[src/design/qe_pkg.sv]
package qe_pkg;
	localparam int MaxSamples  = 1024;
	localparam int SampleWidth = 32;
	localparam int AddrWidth   = $clog2(MaxSamples);
	localparam int CountWidth  = $clog2(MaxSamples + 1);
	localparam int OutWidth    = SampleWidth + 2;

	typedef logic signed [SampleWidth-1:0] sample_t;
	typedef logic signed [OutWidth-1:0]    result_t;
	typedef logic [CountWidth-1:0]         count_t;
	typedef logic [AddrWidth-1:0]          addr_t;
endpackage

[src/design/qe_interp.sv]
module qe_interp (
	input  qe_pkg::sample_t v_lo,
	input  qe_pkg::sample_t v_hi,
	input  logic [1:0]      fr,
	output qe_pkg::result_t q4
);
	logic signed [qe_pkg::SampleWidth:0] diff;
	qe_pkg::result_t                     diff_x;
	qe_pkg::result_t                     base;
	qe_pkg::result_t                     step;

	always_comb begin
		diff   = $signed({v_hi[qe_pkg::SampleWidth-1], v_hi})
			- $signed({v_lo[qe_pkg::SampleWidth-1], v_lo});
		diff_x = qe_pkg::OutWidth'(diff);
		base   = {v_lo, 2'b00};
		unique case (fr)
			2'd0: step = '0;
			2'd1: step = diff_x;
			2'd2: step = diff_x <<< 1;
			default: step = diff_x + (diff_x <<< 1);
		endcase
		q4 = base + step;
	end
endmodule

[config.mk]
export PLATFORM = sky130hd
export DESIGN_NAME = qe_interp
export DESIGN_NICKNAME = d
export VERILOG_FILES = /design/src/design/qe_pkg.sv /design/src/design/qe_interp.sv
export SDC_FILE = /design/constraint.sdc
export NUM_CORES = 1
export LEC_CHECK = 0
export BUFFER_PORTS_ARGS = -buffer_cell sky130_fd_sc_hd__buf_4
export CORE_MARGIN = 5
export CORE_UTILIZATION = 30
export DETAILED_ROUTE_END_ITERATION = 8
export PLACE_DENSITY = 0.6
export SLEW_MARGIN = 20
export SYNTH_ARGS = -nofsm -noshare
export SYNTH_HDL_FRONTEND = slang
export SYNTH_SLANG_ARGS = --single-unit
[constraint.sdc]
create_clock -name vclk -period 32.3
set_input_delay 8.075 -clock vclk [all_inputs]
set_output_delay 8.075 -clock vclk [all_outputs]
set_load 0.05 [all_outputs]
### Word level (Yosys, flattened, before mapping)

Cells that the tools add are included.
Widths: inputs -> output; s select.

| word-level totals | value |
|---|---|
| bits in registers | 0 |
| bits of input ports | 66 |
| output and inout bits | 34 |
| logic and storage cells | 7 |

| cells by class | value |
|---|---|
| add/sub/neg operators | 3 |
| equal/unequal tests | 2 |
| multiplexer cells | 1 |
| reduce and logical (&&, ||, !) cells | 1 |

Operators by type and width:

| cell | number |
|---|---|
| $pmux 34 s3 | 1 |
| $add 33x34->34 | 1 |
| $add 34x34->34 | 1 |
| $sub 32x32->33 | 1 |
| $eq 2x1->1 const B | 1 |
| $eq 2x2->1 const B | 1 |
| $logic_not 2->1 | 1 |

### Logic depth before layout (Yosys ltp)

Gate-level depths: netlist of run 1.

| logic depth | value |
|---|---|
| depth after elaboration | 4 |
| depth in mapped cells | 35 |
| depth with buffers taken out | 35 |

### Least setup slack after synthesis of run 1

Ideal clock, no wire load.

| timing | value |
|---|---|
| path type | input port to output port |
| from | input v_lo[1] |
| to | output q4[33] |
| arrival | 14.899 ns |
| required time | 24.225 ns |
| path slack | 9.326 ns |
| cell stages on the path | 35 |
| buffers on the path | 0 |
| cells stage by stage | inv_1 -> ha_1 -> nor2b_1 -> o2111a_1 -> o211a_1 -> o21a_1 -> o21ai_0 -> a21oi_1 -> o31a_1 -> o21ai_0 -> nand2b_1 -> xnor2_1 -> inv_1 -> ha_1 -> nand4_1 -> nor2_1 -> a211oi_1 -> nand2_1 -> a31oi_1 -> o21bai_1 -> a31oi_1 -> mux2i_1 -> a311oi_1 -> a31o_2 -> ha_1 -> and2_1 -> nor3b_1 -> a211oi_1 -> o21ai_0 -> a211oi_1 -> a21oi_1 -> a41o_1 -> o41ai_1 -> xnor2_1 -> xnor2_1 |

| between the ends | value |
|---|---|
| longest elaborated chain between the ends | 4 |

Ends and longest elaborated chain:

| item | RTL line | source |
|---|---|---|
| from (decl) | qe_interp.sv:2 | `input qe_pkg::sample_t v_lo,` |
| $sub 32x32->33 | qe_interp.sv:14 | `- $signed({v_lo[qe_pkg::SampleWidth-1], v_lo});` |
| $add 33x34->34 | qe_interp.sv:21 | `default: step = diff_x + (diff_x <<< 1);` |
| $pmux 34 s3 | qe_interp.sv:17 | `unique case (fr)` |
| $add 34x34->34 (*) | qe_interp.sv:23 | `q4 = base + step;` |
| to (decl) | qe_interp.sv:5 | `output qe_pkg::result_t q4` |

Every way passes the cells marked *; elsewhere a longest branch is shown, timed or not.

### Final worst setup path of run 1

Ends and elaborated chain as after synthesis.

==> qor.yml, run 1 <==
run_status:
  run_status: "completed"
layout:
  num_antenna_cells: 0
  seq_cells: 0
  drive_gt1_share_pct: 13.77
  ff_latch_area_um2: 0
  layout.cells.non_filler: 1093
  final_area_um2: 6439
  synthToLayoutAreaGrowth_pct: 18.44
  layout.nets: 1032
  finish.utilization_pct: 35.97
  clkbuf_count: 0
setup_path:
  path_max_fanout: 5
  crit_path_max_incr_delay_ns: 0.36
  cp.arrival_ns: 15.37
  crit_required_ns: 24.23
  worstSetupEndpointType: "output pin"
  start_kind: "input pin"
  critPathKind: "input pin to output pin"
  slowest_stage: "ha_1"
sta:
  final.setup.tns_ns: 0
  slew_viol_final: 0
  finalCriticalPeriod_ns: 23.45
  post-route-period-util_pct: 72.59
  rsz0062_at_grt: "false"
  slew_headroom_pct: 46.32
  hold_viol_final: 0
  setup_viol: 0
  max_freq_ghz: 0.04265
  setup_slack_ns: 8.853
  timing.hold.ws_ns: 16.55
  worst_pin_slew_ns: 0.8043
synth:
  synth_most_common_cell: "ha_1"
  synth_top_area_share_pct: 22.32
  synth.area.top_cells: "ha_1 (22%), a21oi_1 (8.8%), xnor2_1 (7.9%), a21o_1 (5.1%), inv_1 (4.5%)"
  synth_top_cell_by_area: "ha_1"
  synthesis.area_um2: 5436
  avgSynthCellArea_um2: 7.015
  synthesis.instances: 775
  synth_cell_type_count: 72
  synth_seq_area_share_pct: 0
  synth_common_cells: "ha_1 (97), a21oi_1 (96), inv_1 (65), nand2_1 (56), nor2_1 (56)"
  synth_nets: 941
  ys_warn_count: 0
placement:
  post-place-cells: 1093
  dpl-instance-area_um2: 6439
  gp_congestion: 0.8801
  place_hpwl_um: 13360
  place_ws_ns: 8.823
  portBuffers: 100
detailed_routing:
  firstDrtPassIters: 4
  num_vias: 5802
  via_per_inst: 5.308
  wirelength_um: 15750
  detail_route.wl_per_cell_um: 14.41
  drt_iter0_drc: 273
  ant_nets: 0
  drcViolationCount: 0
clocking:
  cts_setup_buffers: 0
  hold_buffers: 0
  post_cts_resized: 0
floorplanning:
  pin_count: 100
  num_rows: 49
  coreArea_um2: 17900
  dieArea_um2: 20910
  die_w_um: 144.6
  initial_utilization_pct: 30.37
  die_h_um: 144.6
pwr:
  power.total_mw: 0.4606
  leakagePower_nw: 3.179
  vdd_drop_max_mv: 0.04922
  powerDensity_nw_per_um2: 71.54
job:
  cap_violations: 0
hold_path:
  whs_endpoint: "q4[2]"
  holdPathStages: 3
  hold_path.class: "input pin to output pin"
  hold_start: "v_lo[0]"
grt:
  grt_usage_pct: 14.67
  grt_pass1_wl_um: 26100
  overflow: 0
  grt_max_degree: 34
  antenna_found_initial: 0
  first_global_vias: 5559
==> kinds of logic (layout without fill, tap and decap cells) <==
family                   Yosys count  after routing  synth area share [%]
AND/OR/NAND/NOR                  200            200                 17.88
multiplexers                      10             10                 1.841
buffers and inverters             78            167                 5.408
XOR/XNOR                          78             78                 13.42
AO/OA/AOI/OAI                    309            309                 38.02
adder cells (fa/ha/maj)          100            100                 23.43
==> worst max-delay path, delay by kind of cell <==
family | cells | cell delay, ns
compound gates | 19 | 4.25
xor+xnor | 3 | 0.55
fa+ha+maj | 3 | 0.96
buf+inv | 4 | 0.47
mux | 1 | 0.22
simple gates | 7 | 0.83
==> layer usage <==
metal	track usage, %	up-vias	share of wire, %
li1	-	3070	-
met1	19.68	2600	48
met2	26.92	122	47
met3	0.7275	10	4.2
met4	1.325	0	0.89
met5	0	-	0
==> worst max-delay path by stage <==
stage,start,to,slack (ns),cells past startpoint
finish,v_lo[1],q4[33],8.85,37
detailed placement,v_lo[1],q4[33],8.82,37
floorplan,v_lo[1],q4[33],9.33,35
CTS,v_lo[1],q4[33],8.78,37
global route,v_lo[1],q4[33],7.98,37
global placement,v_lo[1],q4[33],8.90,37
==> power breakdown <==
group,total (mW),internal [mW],switching (mW)
clock network,0,0,0
logic,0.461,0.175,0.285
registers,0,0,0
==> placed cells by master, fill, tap and decap left out, types with 3 or more instances in the layout <==
cell,count
a2111oi_0,3
a211oi_1,11
a21o_1,37
a21oi_1,96
a221o_1,4
a22oi_1,3
a31oi_1,9
and2_1,6
and3_1,4
buf_4,102
fa_1,3
ha_1,97
inv_1,65
mux2i_1,10
nand2_1,56
nand2b_1,13
nand3_1,14
nand4_1,8
nor2_1,56
nor2b_1,12
nor3_1,10
nor3b_1,4
o211a_1,3
o211ai_1,7
o21a_1,24
o21ai_0,45
o21bai_1,15
o221ai_1,3
o22ai_1,4
o31a_1,3
o31ai_1,7
or2_2,5
or4_1,3
xnor2_1,49
xor2_1,26
==> area by class of cell <==
class | count | area [µm²]
Fill cell | 1959 | 11460
Multi-Input combinational cell | 697 | 5142
Timing Repair Buffer | 102 | 765.7
Tap cell | 229 | 286.5
Inverter | 65 | 244.0
(Power assumes the default switching activity.)
==> run 2, diff against run 1 <==
--- a/config.mk
+++ b/config.mk
@@ -5,6 +5,7 @@
 export SDC_FILE = /design/constraint.sdc
 export NUM_CORES = 1
 export LEC_CHECK = 0
+export ABC_AREA = 1
 export BUFFER_PORTS_ARGS = -buffer_cell sky130_fd_sc_hd__buf_4
 export CORE_MARGIN = 5
 export CORE_UTILIZATION = 30
==> constraint.sdc (replaced) <==
create_clock -name vclk -period 21.6
set_input_delay 5.4 -clock vclk [all_inputs]
set_output_delay 5.4 -clock vclk [all_outputs]
set_load 0.05 [all_outputs]
==> qor.yml, run 2 <==
layout:
  seq_cells: 0
  synthToLayoutAreaGrowth_pct: 17.65
  num_antenna_cells: 0
  mostFrequentLayoutCell: "nand2_1"
  finish.utilization_pct: 35.54
  clkbuf_count: 0
  layout_common_cells: "nand2_1 (276), inv_1 (178), a21oi_1 (106), buf_4 (102), ha_1 (97)"
  ff_latch_area_um2: 0
  layout.nets: 1346
  fillers: 2333
  drive_gt1_share_pct: 12.39
clocking:
  hold_buffers: 0
  post_cts_resized: 0
  cts_setup_buffers: 0
synth:
  synth_most_common_cell: "nand2_1"
  synth_top_cell_by_area: "ha_1"
  avgSynthCellArea_um2: 5.579
  ys_warn_count: 0
  synthesis.instances: 1085
  synth.area.top_cells: "ha_1 (20%), nand2_1 (17%), inv_1 (11%), a21oi_1 (8.8%), nor2_1 (5.7%)"
  synth_common_cells: "nand2_1 (276), inv_1 (179), a21oi_1 (106), ha_1 (97), nor2_1 (92)"
  synth_seq_area_share_pct: 0
  synth_cell_type_count: 43
  synth_nets: 1251
  synthesis.area_um2: 6053
  synth_top_area_share_pct: 20.05
sta:
  slew_headroom_pct: 32.55
  slew_viol_final: 0
  hold_viol_final: 0
  post-route-period-util_pct: 76.35
  final.setup.tns_ns: 0
  finalCriticalPeriod_ns: 16.49
  rsz0062_at_grt: "false"
  worst_pin_slew_ns: 1.006
  setup_viol: 0
  max_freq_ghz: 0.06064
  timing.hold.ws_ns: 11.19
setup_path:
  start_kind: "input pin"
  slowest_stage: "fa_1"
  worstSetupEndpointType: "output pin"
  cp.arrival_ns: 11.09
  path_max_fanout: 5
  crit_top_cell: "nand2_1"
  crit_required_ns: 16.20
  cp_top_family: "simple AND/OR/NAND/NOR gates"
  critPathKind: "input pin to output pin"
  crit_buf_inv: 5
  crit_path_max_incr_delay_ns: 0.41
grt:
  grt_max_degree: 34
  antenna_found_initial: 0
  first_global_vias: 6622
  grt_usage_pct: 16.45
  grt_pass1_wl_um: 32850
  overflow: 0
placement:
  gp_congestion: 0.9510
  portBuffers: 100
  place_hpwl_um: 17780
detailed_routing:
  wirelength_um: 20180
  via_per_inst: 4.930
  ant_nets: 0
  drcViolationCount: 0
  firstDrtPassIters: 5
  drt_iter0_drc: 416
  detail_route.wl_per_cell_um: 13.93
  num_vias: 7138
job:
  cap_violations: 0
run_status:
  run_status: "completed"
pwr:
  vdd_drop_max_mv: 0.08372
  leakagePower_nw: 3.877
  powerDensity_nw_per_um2: 93.67
floorplanning:
  pin_count: 100
  initial_utilization_pct: 30.21
  coreArea_um2: 20040
  die_w_um: 152.1
  num_rows: 52
  die_h_um: 152.1
  dieArea_um2: 23120
hold_path:
  hold_path.class: "input pin to output pin"
## run 2: cell count changes after synthesis, sizes merged, moves of 17 or more
| cell | delta |
|---|---|
| o21ai | +20 |
| inv | +120 |
| nand2 | +231 |
| nor2 | +42 |
| xnor2 | -22 |
| a21o | -32 |
| nand3 | +38 |
| o21a | -17 |
## run 2: power breakdown
part	internal (mW)	switching, mW
Sequential	0	0
Combinational	0.217	0.450
Clock	0	0
## run 2: stage by stage
stage / area, µm² / cells / power, mW / worst slack [ns]
after detailed placement: 7122 / 1448 / 0.6612 / 5.188
after global placement: 7122 / 1448 / 0.6648 / 5.220
after CTS: 7122 / 1448 / 0.6655 / 5.164
after floorplan: 6053 / 1085 / 0.4953 / 5.628
after global routing: 7122 / 1448 / 0.7320 / 4.515
final: 7122 / 1448 / 0.6671 / 5.108
## run 2: cell families (layout without fill, tap and decap cells)
kind of cell    Yosys count  in the layout  share of synthesized area (%)
xor+xnor                 62             62                          9.095
buf+inv                 194            287                          12.05
simple gates            478            478                          33.42
compound gates          251            251                          24.39
fa+ha+maj               100            100                          21.04
## run 2: layout make-up
class                      instances  area, µm²  share of cell area [%]
inverter                         185      694.4                   9.751
tap                              270      337.8                   4.743
multi-input combinational        891       5324                   74.75
timing repair buffer             102      765.7                   10.75
## run 2: path summary, 6_finish.rpt
kind  startpoint      to  slack [ns]  cells past startpoint
min      v_lo[0]   q4[2]       11.19                      3
max      v_lo[0]  q4[33]        5.11                     38
## run 2: routing by layer
metal | vias up | track usage (%) | wire (µm)
li1 | 3813 | - | -
met1 | 3148 | 24.88 | 10330
met2 | 162 | 27.31 | 8993
met3 | 15 | 0.2275 | 679
met4 | 0 | 1.284 | 178
met5 | - | 0 | 0
==> run 3, diff against run 2 <==
--- a/config.mk
+++ b/config.mk
@@ -5,12 +5,12 @@
 export SDC_FILE = /design/constraint.sdc
 export NUM_CORES = 1
 export LEC_CHECK = 0
-export ABC_AREA = 1
+export ABC_AREA = 0
 export BUFFER_PORTS_ARGS = -buffer_cell sky130_fd_sc_hd__buf_4
 export CORE_MARGIN = 5
 export CORE_UTILIZATION = 30
 export DETAILED_ROUTE_END_ITERATION = 8
-export PLACE_DENSITY = 0.6
+export PLACE_DENSITY = 0.62
 export SLEW_MARGIN = 20
 export SYNTH_ARGS = -nofsm -noshare
 export SYNTH_HDL_FRONTEND = slang
==> constraint.sdc (replaced) <==
create_clock -name vclk -period 13.8
set_input_delay 3.45 -clock vclk [all_inputs]
set_output_delay 3.45 -clock vclk [all_outputs]
set_load 0.05 [all_outputs]
==> qor.yml, run 3 (synthesis gave the netlist of run 1 again) <==
placement:
  place_hpwl_um: 13860
  gp_congestion: 0.8588
  place_ws_ns: -0.07415
  portBuffers: 100
setup_path:
  critPathKind: "input pin to output pin"
  start_kind: "input pin"
  cp.arrival_ns: 10.05
  slowest_stage: "ha_1"
  crit_end: "q4[33]"
  worstSetupEndpointType: "output pin"
  path_max_fanout: 3
  crit_required_ns: 10.35
  crit_path_max_incr_delay_ns: 0.33
  startpoint: "v_lo[1]"
run_status:
  run_status: "completed"
detailed_routing:
  detail_route.wl_per_cell_um: 14.48
  drt_iter0_drc: 243
  firstDrtPassIters: 4
  ant_nets: 0
  drcViolationCount: 0
  wirelength_um: 16530
  via_per_inst: 5.225
  num_vias: 5967
sta:
  slew_viol_final: 0
  timing.hold.ws_ns: 7.296
  setup_slack_ns: 0.2995
  post-route-period-util_pct: 97.83
  slew_headroom_pct: 45.87
  worst_pin_slew_ns: 0.8111
  final.setup.tns_ns: 0
  setup_viol: 0
  finalCriticalPeriod_ns: 13.50
  hold_viol_final: 0
  max_freq_ghz: 0.07407
grt:
  first_global_vias: 5764
  overflow: 0
  grt_usage_pct: 15.10
  grt_pass1_wl_um: 26810
  antenna_found_initial: 0
  grt_max_degree: 34
clocking:
  hold_buffers: 0
floorplanning:
  dieArea_um2: 20910
  die_h_um: 144.6
  coreArea_um2: 17900
  die_w_um: 144.6
  pin_count: 100
  num_rows: 49
  initial_utilization_pct: 30.37
layout:
  ff_latch_area_um2: 0
  clkbuf_count: 0
  drive_gt1_share_pct: 20.59
  layout_common_cells: "buf_4 (151), ha_1 (95), a21oi_1 (92), inv_1 (65), nand2_1 (56)"
  synthToLayoutAreaGrowth_pct: 27.07
  num_antenna_cells: 0
  layout.nets: 1081
  finish.utilization_pct: 38.59
  mostFrequentLayoutCell: "buf_4"
  seq_cells: 0
job:
  cap_violations: 0
pwr:
  vdd_drop_max_mv: 0.1218
  leakagePower_nw: 3.437
  powerDensity_nw_per_um2: 167.5
hold_path:
  hold_path.class: "input pin to output pin"
-- run 3: cell count changes in the layout (fill, tap and decap cells not counted), sizes merged, moves of 12 or more --
| cell | change |
|---|---|
| nand2 | -231 |
| o21bai | +12 |
| nor2 | -42 |
| nand2b | +13 |
| inv | -119 |
| o21ai | -20 |
| a21o | +32 |
| nor2b | +12 |
| nand3 | -38 |
| buf | +49 |
| o21a | +17 |
| xnor2 | +22 |
| a21oi | -16 |
-- run 3: routing by layer --
layer	vias to the layer above	part of all wire, %	routed length, µm	GRT usage [%]
met5	-	0	0	0
met4	0	1.4	232	1.620
met3	19	3.8	625	0.7937
met2	104	49	8112	27.92
met1	2688	46	7563	19.93
li1	3156	-	-	-
-- run 3: power breakdown --
part	internal, mW	switching (mW)	total (mW)
Clock	0	0	0
Sequential	0	0	0
Combinational	0.463	0.694	1.16
-- run 3: cell type report --
class	instances	area (µm²)
Fill cell	1939	10990
Timing Repair Buffer	151	1134
Tap cell	229	286.5
Multi-Input combinational cell	697	5244
Inverter	65	244.0
-- run 3: metrics by stage --
stage	power (mW)	cells	instance area (µm²)
2_1_floorplan	0.8323	775	5436
3_5_place_dp	1.134	1140	6792
4_1_cts	1.141	1140	6804
5_1_grt	1.262	1142	6908
3_3_place_gp	1.129	1140	6792
6_report	1.157	1142	6908
-- run 3: timing repair --
item                       in CTS  in global routing
setup buffers                   0                  2
setup endpoints to repair       1                  6
gates resized for setup         2                 26
pin swaps                       0                 11
-- run 3: how the worst min path moves through the flow --
stage	cells after the start	end	slack, ns	start
3_3_place_gp	3	q4[2]	7.30	v_lo[0]
5_1_grt	3	q4[2]	7.32	v_lo[0]
4_1_cts	3	q4[2]	7.30	v_lo[0]
6_report	3	q4[2]	7.30	v_lo[0]
2_1_floorplan	2	q4[0]	7.23	v_lo[0]
3_5_place_dp	3	q4[2]	7.29	v_lo[0]
-- run 3: worst max-delay path, delay by kind of cell --
kind            cells  cell delay, ns
buf+inv             4            0.40
fa+ha+maj           3            0.90
compound gates     20            3.87
xor+xnor            3            0.45
simple gates        6            0.72
mux                 1            0.21
